`src/rtl/rfl_pkg.sv`:
```
package rfl_pkg;

  // Field widths of the words on the three channels.
  localparam int COORD_W    = 16;
  localparam int WIDTH_W    = 12;
  localparam int HEIGHT_W   = 5;
  localparam int CFG_IDX_W  = 8;
  localparam int CFG_DATA_W = 16;

  // Signed working width for window bounds and displacement costs.
  localparam int CALC_W = 20;

  localparam int DEF_NUM_ROWS   = 1024;
  localparam int DEF_MAX_HEIGHT = 16;

  // Configuration register indexes.
  localparam logic [CFG_IDX_W-1:0] CFG_REGION_LEFT   = CFG_IDX_W'(0);
  localparam logic [CFG_IDX_W-1:0] CFG_REGION_RIGHT  = CFG_IDX_W'(1);
  localparam logic [CFG_IDX_W-1:0] CFG_REGION_BOTTOM = CFG_IDX_W'(2);
  localparam logic [CFG_IDX_W-1:0] CFG_REGION_TOP    = CFG_IDX_W'(3);

  localparam logic [COORD_W-1:0] REGION_RIGHT_RST = 16'hFFFF;
  localparam logic [COORD_W-1:0] REGION_TOP_RST   = 16'd1023;

  // Datapath operations selected by the control word.
  typedef enum logic [3:0] {
    OP_NOP,
    OP_CLR,
    OP_SWEEP,
    OP_ACCEPT,
    OP_SETUP_A,
    OP_SETUP_B,
    OP_ROW,
    OP_READ,
    OP_MAX,
    OP_COST,
    OP_PICK,
    OP_WR_INIT,
    OP_WRITE,
    OP_EMIT
  } op_e;

  // Jump conditions of the control word.
  typedef enum logic [3:0] {
    C_NONE,
    C_ALWAYS,
    C_NO_ITEM,
    C_NO_PASS,
    C_SWEEP_MORE,
    C_ROW_PAST,
    C_K_MORE,
    C_NO_ANY,
    C_OUT_FREE
  } cond_e;

  localparam int STEP_W = 4;

  // Program addresses.
  localparam logic [STEP_W-1:0] S_CLR        = 4'd0;
  localparam logic [STEP_W-1:0] S_SWEEP_RST  = 4'd1;
  localparam logic [STEP_W-1:0] S_IDLE       = 4'd2;
  localparam logic [STEP_W-1:0] S_SETUP_A    = 4'd3;
  localparam logic [STEP_W-1:0] S_SETUP_B    = 4'd4;
  localparam logic [STEP_W-1:0] S_SWEEP_PASS = 4'd5;
  localparam logic [STEP_W-1:0] S_ROW        = 4'd6;
  localparam logic [STEP_W-1:0] S_READ       = 4'd7;
  localparam logic [STEP_W-1:0] S_MAX        = 4'd8;
  localparam logic [STEP_W-1:0] S_COST       = 4'd9;
  localparam logic [STEP_W-1:0] S_PICK       = 4'd10;
  localparam logic [STEP_W-1:0] S_WR_INIT    = 4'd11;
  localparam logic [STEP_W-1:0] S_WRITE      = 4'd12;
  localparam logic [STEP_W-1:0] S_EMIT       = 4'd13;
  localparam logic [STEP_W-1:0] S_EMIT_WAIT  = 4'd14;

  typedef struct packed {
    op_e               op;
    cond_e             cond;
    logic [STEP_W-1:0] target;
  } ucode_t;

  // Status flags from the datapath that the jump conditions test.
  typedef struct packed {
    logic no_item;
    logic no_pass;
    logic sweep_more;
    logic row_past;
    logic k_more;
    logic no_any;
    logic out_free;
  } flags_t;

  // The program. A word jumps to its target when its condition holds,
  // otherwise the step counter moves on by one.
  function automatic ucode_t ucode_rom(input logic [STEP_W-1:0] s);
    ucode_t w;
    case (s)
      S_CLR:        w = '{OP_CLR,     C_NONE,       S_CLR};
      S_SWEEP_RST:  w = '{OP_SWEEP,   C_SWEEP_MORE, S_SWEEP_RST};
      S_IDLE:       w = '{OP_ACCEPT,  C_NO_ITEM,    S_IDLE};
      S_SETUP_A:    w = '{OP_SETUP_A, C_NONE,       S_SETUP_A};
      S_SETUP_B:    w = '{OP_SETUP_B, C_NO_PASS,    S_ROW};
      S_SWEEP_PASS: w = '{OP_SWEEP,   C_SWEEP_MORE, S_SWEEP_PASS};
      S_ROW:        w = '{OP_ROW,     C_ROW_PAST,   S_WR_INIT};
      S_READ:       w = '{OP_READ,    C_NONE,       S_READ};
      S_MAX:        w = '{OP_MAX,     C_K_MORE,     S_READ};
      S_COST:       w = '{OP_COST,    C_NONE,       S_COST};
      S_PICK:       w = '{OP_PICK,    C_ALWAYS,     S_ROW};
      S_WR_INIT:    w = '{OP_WR_INIT, C_NO_ANY,     S_EMIT};
      S_WRITE:      w = '{OP_WRITE,   C_K_MORE,     S_WRITE};
      S_EMIT:       w = '{OP_EMIT,    C_OUT_FREE,   S_IDLE};
      S_EMIT_WAIT:  w = '{OP_NOP,     C_ALWAYS,     S_EMIT};
      default:      w = '{OP_NOP,     C_ALWAYS,     S_IDLE};
    endcase
    return w;
  endfunction

  // Zero-extends a coordinate into the signed working width.
  function automatic logic signed [CALC_W-1:0] to_s(input logic [COORD_W-1:0] v);
    return $signed(CALC_W'(v));
  endfunction

endpackage

```
`src/rtl/rfl_seq.sv`:
```
module rfl_seq (
  input  logic            clk_i,
  input  logic            rst_ni,
  input  rfl_pkg::flags_t flags_i,
  output rfl_pkg::op_e    op_o
);
  import rfl_pkg::*;

  logic [STEP_W-1:0] step_q, step_d;
  ucode_t            uw;
  logic              take;

  assign uw   = ucode_rom(step_q);
  assign op_o = uw.op;

  always_comb begin
    case (uw.cond)
      C_NONE:       take = 1'b0;
      C_ALWAYS:     take = 1'b1;
      C_NO_ITEM:    take = flags_i.no_item;
      C_NO_PASS:    take = flags_i.no_pass;
      C_SWEEP_MORE: take = flags_i.sweep_more;
      C_ROW_PAST:   take = flags_i.row_past;
      C_K_MORE:     take = flags_i.k_more;
      C_NO_ANY:     take = flags_i.no_any;
      C_OUT_FREE:   take = flags_i.out_free;
      default:      take = 1'b0;
    endcase
    step_d = take ? uw.target : step_q + STEP_W'(1);
  end

  always_ff @(posedge clk_i or negedge rst_ni) begin
    if (!rst_ni) begin
      step_q <= S_CLR;
    end else begin
      step_q <= step_d;
    end
  end
endmodule

```
`config.mk`:
```
export PLATFORM = sky130hd
export DESIGN_NAME = rfl_seq
export DESIGN_NICKNAME = d
export VERILOG_FILES = /design/src/rtl/rfl_pkg.sv /design/src/rtl/rfl_seq.sv
export SDC_FILE = /design/constraint.sdc
export NUM_CORES = 1
export LEC_CHECK = 0
export BUFFER_PORTS_ARGS = -buffer_cell sky130_fd_sc_hd__buf_2
export CAP_MARGIN = 10
export CORE_MARGIN = 3
export CORE_UTILIZATION = 49
export DETAILED_ROUTE_END_ITERATION = 12
export GPL_ROUTABILITY_DRIVEN = 0
export HOLD_SLACK_MARGIN = 0.03
export PLACE_DENSITY = 0.74
export SLEW_MARGIN = 20
export SYNTH_ARGS = -nofsm -noshare
export SYNTH_HDL_FRONTEND = slang
export SYNTH_SLANG_ARGS = --single-unit
```
`constraint.sdc`:
```
create_clock -name clk_i -period 2.5 [get_ports clk_i]
set_input_delay 0.125 -clock clk_i [delete_from_list [all_inputs] [get_ports clk_i]]
set_output_delay 0.125 -clock clk_i [all_outputs]
set_load 0.02 [all_outputs]
```
* Yosys cells after proc, flatten, opt, wreduce, memory -nomap -nowiden
Memories as Yosys holds them, arrays and structs flattened.
Index checks and enable logic that the tools add are counted.
** Word-level totals
- Register bits after elaboration :: 4
- Bits in read-only memories :: 192
- Bits of input ports :: 9
- Output and inout bits :: 4
- Logic and storage cells :: 13
- Memories :: 1
** Memory list
- (no name shown) :: words 16, bits a word 12, rd ports 1, clocked after Yosys merged registers in 0, wr ports 0, RTL line rfl_pkg.sv:96 : case (s)
** Cells by class
- $add $sub $neg :: 1
- Equality and inequality tests :: 8
- Mux-type cells :: 2
** Operator list (number)
- 4-bit by 3-bit equality test with 1-bit output (second input constant) :: 4
- 4-bit by 2-bit equality test with 1-bit output (second input constant) :: 2
- 1-bit case mux with 8 select lines :: 1
- 4-bit by 1-bit adder with 4-bit output (second input constant) :: 1
- 4-bit by 1-bit equality test with 1-bit output (second input constant) :: 1
- 4-bit equality test (second input constant) :: 1
- 4-bit two-way mux :: 1

* Longest topological paths before layout
Gate-level depths: netlist (run 1).
An unclocked memory read counts as a cell.
- Depth after elaboration :: 4
- Depth in mapped cells :: 12
- Depth with buffers taken out :: 9

* Least setup slack after synthesis (run 1)
No wires, ideal clock.
- Path kind :: register -> register
- From :: register step_q[0]
- To :: register step_q[1]
- Setup time :: 125 ps
- Data arrival time :: 2448 ps
- Data required time :: 2375 ps
- Path slack :: -73 ps
- Stages on the path, launching flop included :: 12
- Buffers on the path :: 3
- Period minus slack after synthesis :: 2573 ps
- Path through :: dfrtp_1 clkbuf_1 inv_1 ha_1 buf_4 nor2b_4 o31a_1 mux2_4 nand3_2 o211a_1 buf_6 mux2_2
** Between the ends
- Longest elaborated chain between the ends :: 4
- Elaborated cells between the ends (all ways) :: 12
- Classes of those cells :: add/sub: 1; eq/ne: 8; mux: 2; memory: 1
** Ends and longest elaborated chain
- start: declaration :: RTL line rfl_seq.sv:9 : logic [STEP_W-1:0] step_q, step_d;
- start signal: assignment :: RTL line rfl_seq.sv:36 : step_q <= step_d;
- memory 16 x 12 bit
- 4-bit equality test (tied with other cells) :: RTL line rfl_seq.sv:17 : case (uw.cond)
- 1-bit case mux with 8 select lines :: RTL line rfl_seq.sv:17
- 4-bit two-way mux (*) :: RTL line rfl_seq.sv:29 : step_d = take ? uw.target : step_q + STEP_W'(1);
Mark *: on every way between the ends. The rest lies on a longest branch, timed or not.

* Final worst setup path (run 1)
- From :: register step_q[1]
- To :: register step_q[1]
Same word-level chain as after synthesis.

==> results.sh, run 1 <==
export IMPL_fp_dieW_um=44.5
export IMPL_dp_hpwl_um=1340
export IMPL_post_drt_via_cell_ratio=6.43
export IMPL_tritoncts_num_buffers=3
export IMPL_die_height_um=44.5
export IMPL_post_route_period_util_pct=98.2
export IMPL_grt_start_max_net_pins=16
export IMPL_largest_register_ffs=4
export IMPL_drtIter0Drc=34
export IMPL_endpoint_kind="flip-flop"
export IMPL_finalMaxSlewViolations=0
export IMPL_ios=13
export IMPL_layout_core_utilization_pct=61.4
export IMPL_grt_pass1_wl_um=3150
export IMPL_synthesized_area_per_cell_sq_um=7.82
export IMPL_finalInstanceArea_sq_um=830
export IMPL_critPathSlowestCell="dfrtp_1"
export IMPL_cts_root_to_sink_buffers=2
export IMPL_synth_edff_count=0
export IMPL_placementRows=13
export IMPL_worst_slew_pin_slew_ns=0.519
export IMPL_slew_limit_headroom_pct=65.4
export IMPL_synthTopCellsByCount="o21ai_0, a21oi_1, nand2_1"
export IMPL_floorplan_initialDensity_pct=53.8
export IMPL_finClkSkew_ns=0.00891
export IMPL_num_vias=771
export IMPL_post_route_cells_drive_above_1_share_pct=25.7
export IMPL_synth_seq_cells=4
export IMPL_cts_root_buf="clkbuf_4"
export IMPL_via_count_of_the_first_global_routing_pass=726
export IMPL_worst_setup_path_type="flip-flop to flip-flop"
export IMPL_placedCellCount=116
export IMPL_cts_htree_levels=1
export IMPL_final_critical_path_time_including_i_o_delays_and_setup_ns=2.46
export IMPL_setup_viol_count_final=0
export IMPL_firstDrtPassIters=4
export IMPL_yosysMostFrequentCell="o21ai_0"
export IMPL_finalWirelength_um=1990
export IMPL_portBuffers=12
export IMPL_placeableCoreArea_sq_um=1350
export IMPL_area_growth_from_synthesis_to_final_layout_pct=14.1
export IMPL_hp_class="input port to asynchronous set/reset pin"
export IMPL_synth_seq_area_share_pct=13.8
export IMPL_layout_filler_cells=118
export IMPL_maxCapViolCount=0
export IMPL_cts_repair_timing_setup_buffer_count=0
export IMPL_netlist_top_cell_by_area="dfrtp_1"
export IMPL_cp_data_required_time_ns=2.63
export IMPL_fmax_mhz=407
export IMPL_avgRoutedWirePerCell_um=16.6
export IMPL_leading_post_synthesis_cells_by_cell_area="dfrtp_1, ha_1, mux2i_1"
export IMPL_final_net_count=123
export IMPL_cts_sinks=4
export IMPL_synth_warnings=0
export IMPL_worstPathMaxFanout=9
export IMPL_report_final_hold_viol_count=0
export IMPL_die_area_sq_um=1980
export IMPL_outcome="finished, final reports clean"
export IMPL_dpl_instance_area_sq_um=787
export IMPL_synth_ff_type="dfrtp_1"
export IMPL_clock_latency_reported_for_the_late_side_of_the_worst_skew_pair_ns=0.25
export IMPL_drc=0
export IMPL_synth_top_cell_area_share_pct=13.8
export IMPL_clk_pin_slew_worst_paths_ns=0.04
export IMPL_ys_types=38
export IMPL_arrival_ns=2.59
export IMPL_final_instance_count_without_filler_cells=120
export IMPL_grtUsageTotal_pct=21.7
export IMPL_mappedNetlistNets=109
export IMPL_largest_register="step_q"
export IMPL_setup_worst_path_start_class="flip-flop"
export IMPL_antenna_cells_inserted=0
export IMPL_syn_instance_count=93
export IMPL_clock_tree_from_tritoncts="done"
export IMPL_grt_antenna_before_repair=0
export IMPL_async_reset_ff_share_pct=100
export IMPL_grt_overflow=0
export IMPL_reg_largest_list="step_q: 4 flops"
export IMPL_list_of_cells_traversed_by_the_critical_path="inv_1 > ha_1 > buf_4 > nor2b_1 > o21ai_0 > a21boi_0 > mux2i_1 > o211a_4 > mux2_2"
export IMPL_drtAntennaViolNets=0
export IMPL_slowest_delay_ns=0.41
export IMPL_syn_area_sq_um=727
==> through the flow <==
step,setup slack (ns),TNS [ns],hold slack (ns)
2_1_floorplan,0.0363,0,-0.171
3_3_place_gp,0.114,0,-0.0698
3_5_place_dp,0.0808,0,-0.0640
4_1_cts,0.0675,0,0.223
5_1_grt,-0.106,-0.200,0.242
6_report,0.0448,0,0.216
==> timing repair <==
item | 4_1_cts | 5_1_grt
gates resized for setup | 0 | 3
endpoints found under the setup margin | 0 | 2
hold buffers | 1 | 0
hold endpoints to repair | 4 | 0
==> worst paths after layout <==
path	start	endpoint	slack, ns	cells past startpoint
max reg2reg	step_q[1]	step_q[1]	0.04	9
min	rst_ni	step_q[1]	0.22	2
max	step_q[1]	step_q[1]	0.04	9
max in group asynchronous	rst_ni	step_q[3]	2.15	2
min reg2reg	step_q[0]	step_q[0]	0.66	2
min in group clk_i	flags_i[6]	step_q[2]	0.50	4
==> cell type report <==
class,count,area [sq um],area share [%]
repair buffers,18,108,13.0
inverters,5,18.8,2.26
multi-input cells,75,562,67.7
clock buffers,3,22.5,2.71
flip-flops and latches,4,100,12.1
well taps,15,18.8,2.26
==> cells in the final DEF (no fill, tap or decap) <==
cell type | synthesis | routed
o21bai_1 | 1 | 1
a221oi_1 | 2 | 2
o31a_1 | 1 | 1
buf_2 | 2 | 12
o22ai_2 | 1 | 1
nor3b_1 | 1 | 1
a22o_1 | 2 | 2
ha_2 | 0 | 1
buf_4 | 1 | 5
and3_1 | 1 | 1
nor2b_1 | 2 | 2
xnor2_1 | 2 | 2
inv_1 | 5 | 5
nor2b_4 | 1 | 1
a21oi_1 | 8 | 8
o21ai_0 | 9 | 9
a21o_1 | 1 | 1
mux2i_1 | 7 | 7
a21boi_0 | 1 | 1
nor3_1 | 1 | 1
a221o_1 | 1 | 1
dfrtp_1 | 4 | 4
clkbuf_4 | 0 | 3
ha_1 | 7 | 6
a41oi_1 | 1 | 1
nor2_1 | 7 | 7
mux2_4 | 1 | 1
dlygate4sd3_1 | 0 | 1
o211a_4 | 0 | 1
mux2_2 | 1 | 1
nand2_1 | 8 | 8
nand3b_1 | 1 | 1
and4b_1 | 1 | 1
a211oi_1 | 1 | 1
nand2b_1 | 1 | 1
and2b_1 | 2 | 2
nand3_2 | 1 | 1
==> routing by layer <==
metal | GRT usage (%) | vias up | routed length (um)
met1 | 27.1 | 364 | 776
met3 | 1.22 | 9 | 132
met2 | 35.5 | 43 | 1010
li1 | - | 355 | -
met4 | 14.5 | 0 | 74
met5 | 0 | - | 0
==> critical path: cells and delay by family, from the launching register on <==
kind	cells	cell delay, ns
compound gates	3	0.56
fa+ha+maj	1	0.33
buf+inv	2	0.30
flops	1	0.41
mux	2	0.58
simple gates	1	0.15
==> cell families (layout without fill, tap and decap cells) <==
family	count (synthesis)	count (layout)	synth area share, %
muxes	9	9	13.3
xor gates and xnor gates	2	2	2.41
AOI/OAI and AO/OA	30	30	27.5
DFF	4	4	13.8
adders and majority gates	7	7	12.0
and+or+nand+nor	27	27	20.7
buffers and inverters	14	26	10.3
Power of run 1 is not shown: default switching activity piles up to over one toggle a cycle in this logic, so the estimate is an artifact.
==> inputs of run 2 (changes only) <==
Settings changed: CORE_UTILIZATION 49 to 30, PLACE_DENSITY 0.74 to not set.
==> run 2 against run 1 <==
  * Cell count increased by 13%
  * Maximum frequency increased by 5.1%
  * Non-clock buffer count increased by 3
  * Clock skew decreased by 0.0071 ns
  * Worst setup slack improved by 0.12 ns
  * Register-to-register slack improved by 0.12 ns
  * Core utilization decreased by 23 points
  * Highest routed layer unchanged
==> results.sh, run 2 (synthesis results as in run 1) <==
export IMPL_outcome="finished, final reports clean"
export IMPL_cts_sinks=4
export IMPL_cts_root_to_sink_buffers=2
export IMPL_slew_limit_headroom_pct=72.8
export IMPL_placementRows=17
export IMPL_finalHoldWorstSlack_ns=0.228
export IMPL_drtIter0Drc=21
export IMPL_worst_setup_path_type="flip-flop to flip-flop"
export IMPL_dp_hpwl_um=1320
export IMPL_via_count_of_the_first_global_routing_pass=669
export IMPL_die_height_um=55.2
export IMPL_post_drt_via_cell_ratio=5.16
export IMPL_grt_start_max_net_pins=16
export IMPL_drtAntennaViolNets=0
export IMPL_placeableCoreArea_sq_um=2250
export IMPL_endpoint_kind="flip-flop"
export IMPL_arrival_ns=2.45
export IMPL_grt_pass1_wl_um=3060
export IMPL_final_instance_count_without_filler_cells=136
export IMPL_placedCellCount=132
export IMPL_grt_antenna_before_repair=0
export IMPL_multi_input_logic_area_sq_um=561
export IMPL_finClkSkew_ns=0.00183
export IMPL_tritoncts_num_buffers=3
export IMPL_report_final_hold_viol_count=0
export IMPL_die_area_sq_um=3050
export IMPL_rsz_0062_raised_after_global_routing="false"
export IMPL_largest_register="step_q"
export IMPL_setup_viol_count_final=0
export IMPL_finalMaxSlewViolations=0
export IMPL_fp_dieW_um=55.2
export IMPL_drc=0
export IMPL_clock_latency_reported_for_the_late_side_of_the_worst_skew_pair_ns=0.23
export IMPL_post_route_cells_drive_above_1_share_pct=27.8
export IMPL_floorplan_initialDensity_pct=32.2
export IMPL_final_setup_tns_ns=0
export IMPL_ios=13
export IMPL_clk_pin_slew_worst_paths_ns=0.04
export IMPL_num_vias=702
export IMPL_clock_tree_from_tritoncts="done"
export IMPL_layout_filler_cells=251
export IMPL_setup_worst_path_start_class="flip-flop"
export IMPL_final_common_cell="buf_2"
export IMPL_cts_htree_levels=1
export IMPL_antenna_cells_inserted=0
export IMPL_cts_root_buf="clkbuf_4"
export IMPL_avgRoutedWirePerCell_um=13.1
export IMPL_final_critical_path_time_including_i_o_delays_and_setup_ns=2.34
export IMPL_worst_slew_pin_slew_ns=0.408
export IMPL_register_area_sq_um=100
export IMPL_portBuffers=12
export IMPL_reg_largest_list="step_q: 4 flops"
export IMPL_grtUsageTotal_pct=12.1
export IMPL_worstPathMaxFanout=6
export IMPL_maxCapViolCount=0
export IMPL_post_route_period_util_pct=93.5
export IMPL_finalWirelength_um=1780
export IMPL_grt_overflow=0
export IMPL_hp_class="input port to asynchronous set/reset pin"
export IMPL_cp_data_required_time_ns=2.61
export IMPL_firstDrtPassIters=4
export IMPL_area_growth_from_synthesis_to_final_layout_pct=19.3
export IMPL_largest_register_ffs=4
export IMPL_mostFrequentLayoutCells="buf_2, o21ai_0, nand2_1, a21oi_1, buf_4"
export IMPL_final_net_count=126
export IMPL_fmax_mhz=428
run 2: cell count changes in the layout (fill, tap and decap cells not counted), sizes merged:
cell / before / now
buf: 17 / 20
run 2: per-layer routing:
| metal | up-vias | global-route usage [%] | share of wire [%] |
|---|---|---|---|
| met3 | 2 | 3.74 | 6.8 |
| li1 | 361 | - | - |
| met2 | 27 | 19.6 | 46 |
| met1 | 312 | 16.5 | 47 |
| met4 | 0 | 1.04 | 0.11 |
| met5 | - | 0 | 0 |
run 2: cell type report:
type	instances	area share, %
clock buffers	3	2.60
inverters	5	2.16
multi-input cells	75	64.6
flip-flops and latches	4	11.5
well taps	28	4.04
repair buffers	21	15.0
run 2: worst max-delay path, cell delays in order (launching register included):
cell	delay, ns
dfrtp_1	0.34
inv_1	0.08
ha_2	0.43
nor2b_4	0.05
o31a_1	0.34
mux2_4	0.32
nand3_2	0.07
o211a_1	0.23
mux2_2	0.35
run 2: timing repair:
item                                    4_1_cts  5_1_grt
hold buffers                                  1        0
endpoints found under the setup margin        0        3
hold endpoints to repair                      4        0
buffers inserted                              0        0
gates resized for setup                       0        2
run 2: path summary, 6_finish.rpt:
kind	start	endpoint	slack, ns	cells past startpoint
min in group clk_i	flags_i[6]	step_q[1]	0.55	4
max in group asynchronous	rst_ni	step_q[0]	2.15	2
hold reg to reg	step_q[0]	step_q[0]	0.62	2
setup / recovery	step_q[1]	step_q[1]	0.16	8
setup reg to reg	step_q[1]	step_q[1]	0.16	8
hold / removal	rst_ni	step_q[1]	0.23	2
run 2: per-stage QoR:
step,utilization (%),cell area (sq um),worst slack (ns)
3_5_place_dp,36.6,826,0.124
4_1_cts,38.1,858,0.116
6_report,38.5,867,0.163
5_1_grt,38.5,867,0.00370
2_1_floorplan,-,728,0.0363
3_3_place_gp,36.6,826,0.123
Power of run 2 is left out for the same reason.
==> inputs of run 3 (changes only) <==
Settings changed: BUFFER_PORTS_ARGS -buffer_cell sky130_fd_sc_hd__buf_2 to -buffer_cell sky130_fd_sc_hd__clkbuf_2.
==> run 3 against run 2 <==
  * Register-to-register slack hardly changed
  * Cell count stayed put
  * Worst hold slack better by 0.0049 ns
  * Core utilization is 0.67 points higher
  * Non-clock buffer count stayed put
  * Global-route usage is 0.16 points higher
  * Clock skew is 0.00091 ns lower
  * Critical endpoint unchanged
==> results.sh, run 3 (synthesis results as in run 1) <==
export IMPL_outcome="finished, final reports clean"
export IMPL_post_route_worst_setup_slack_ns=0.149
export IMPL_post_drt_via_cell_ratio=5.32
export IMPL_num_vias=723
export IMPL_largest_register_ffs=4
export IMPL_grt_start_max_net_pins=16
export IMPL_cts_root_buf="clkbuf_4"
export IMPL_mostFrequentLayoutCells="clkbuf_2, o21ai_0, nand2_1, a21oi_1, buf_4"
export IMPL_report_final_hold_viol_count=0
export IMPL_setup_viol_count_final=0
export IMPL_post_route_cells_drive_above_1_share_pct=28.7
export IMPL_cts_sinks=4
export IMPL_placeableCoreArea_sq_um=2250
export IMPL_cts_repair_timing_setup_buffer_count=0
export IMPL_cts_htree_levels=1
export IMPL_grtUsageTotal_pct=12.3
export IMPL_clock_latency_reported_for_the_late_side_of_the_worst_skew_pair_ns=0.23
export IMPL_clk_pin_slew_worst_paths_ns=0.04
export IMPL_ios=13
export IMPL_via_count_of_the_first_global_routing_pass=692
export IMPL_cts_root_to_sink_buffers=2
export IMPL_dpl_worst_slack_ns=0.0895
export IMPL_grt_overflow=0
export IMPL_reg_largest_list="step_q: 4 flops"
export IMPL_setup_worst_path_start_class="flip-flop"
export IMPL_finalWirelength_um=1810
export IMPL_cp_data_required_time_ns=2.61
export IMPL_endpoint_kind="flip-flop"
export IMPL_placedCellCount=132
export IMPL_final_critical_path_time_including_i_o_delays_and_setup_ns=2.35
export IMPL_worst_slew_pin_slew_ns=0.413
export IMPL_placementRows=17
export IMPL_area_growth_from_synthesis_to_final_layout_pct=21.3
export IMPL_drtAntennaViolNets=0
export IMPL_worstPathMaxFanout=4
export IMPL_final_setup_tns_ns=0
export IMPL_largest_register="step_q"
export IMPL_avgRoutedWirePerCell_um=13.3
export IMPL_hp_class="input port to asynchronous set/reset pin"
export IMPL_post_route_period_util_pct=94.0
export IMPL_slew_limit_headroom_pct=72.5
export IMPL_grt_antenna_before_repair=0
export IMPL_grt_pass1_wl_um=3100
export IMPL_portBuffers=12
export IMPL_floorplan_initialDensity_pct=32.2
export IMPL_die_height_um=55.2
export IMPL_arrival_ns=2.46
export IMPL_antenna_cells_inserted=0
export IMPL_tritoncts_num_buffers=3
export IMPL_layout_core_utilization_pct=39.1
export IMPL_finalMaxSlewViolations=0
export IMPL_final_common_cell="clkbuf_2"
export IMPL_drc=0
export IMPL_clock_tree_from_tritoncts="done"
export IMPL_dp_hpwl_um=1330
export IMPL_firstDrtPassIters=4
export IMPL_worst_setup_path_type="flip-flop to flip-flop"
export IMPL_die_area_sq_um=3050
export IMPL_final_instance_count_without_filler_cells=136
export IMPL_drtIter0Drc=16
export IMPL_finClkSkew_ns=0.000921
export IMPL_fp_dieW_um=55.2
export IMPL_fmax_mhz=425
export IMPL_final_net_count=126
export IMPL_maxCapViolCount=0
## run 3: cell types whose count changed in the layout (fill, tap and decap cells not counted)
cell,before,now
a211oi_2,0,1
a211oi_1,1,0
buf_2,12,0
clkbuf_2,0,12
ha_4,0,1
ha_2,1,0
## run 3: repair_timing
item / CTS / global route
hold buffers: 1 / 0
gates resized for setup: 0 / 4
hold endpoints to repair: 4 / 0
endpoints found under the setup margin: 0 / 4
## run 3: critical path, cell delays in order, from the launching register on
cell,delay [ns]
dfrtp_1,0.34
inv_1,0.08
buf_4,0.16
ha_1,0.20
and2b_1,0.15
o31a_1,0.30
mux2_4,0.32
nand3_2,0.07
o211a_1,0.25
mux2_2,0.35
## run 3: per-layer routing
layer	track usage [%]	part of all wire, %	vias up
met5	0	0	-
met4	0	0	0
met3	5.14	6.0	0
met2	18.8	47	19
met1	17.2	47	340
li1	-	-	364
## run 3: layout make-up
class	count	area, sq um
Clock buffer	3	22.5
Tap cell	28	35.0
Fill cell	252	1370
Inverter	5	18.8
Timing Repair Buffer	21	130
Multi-Input combinational cell	75	576
Sequential cell	4	100
## run 3: per-stage QoR
stage          hold WS (ns)  instance area [sq um]
6_report              0.233                    882
5_1_grt               0.242                    882
4_1_cts               0.226                    858
3_5_place_dp        -0.0616                    826
3_3_place_gp        -0.0635                    826
2_1_floorplan        -0.171                    728
## run 3: path summary, 6_finish.rpt
path / start / to / slack [ns] / cells after the start
max reg2reg: step_q[0] / step_q[1] / 0.15 / 9
min reg2reg: step_q[0] / step_q[0] / 0.61 / 2
min: rst_ni / step_q[2] / 0.23 / 2
max: step_q[0] / step_q[1] / 0.15 / 9
max in group asynchronous: rst_ni / step_q[1] / 2.14 / 2
min in group clk_i: flags_i[2] / step_q[1] / 0.60 / 4
Power of run 3 is left out for the same reason.
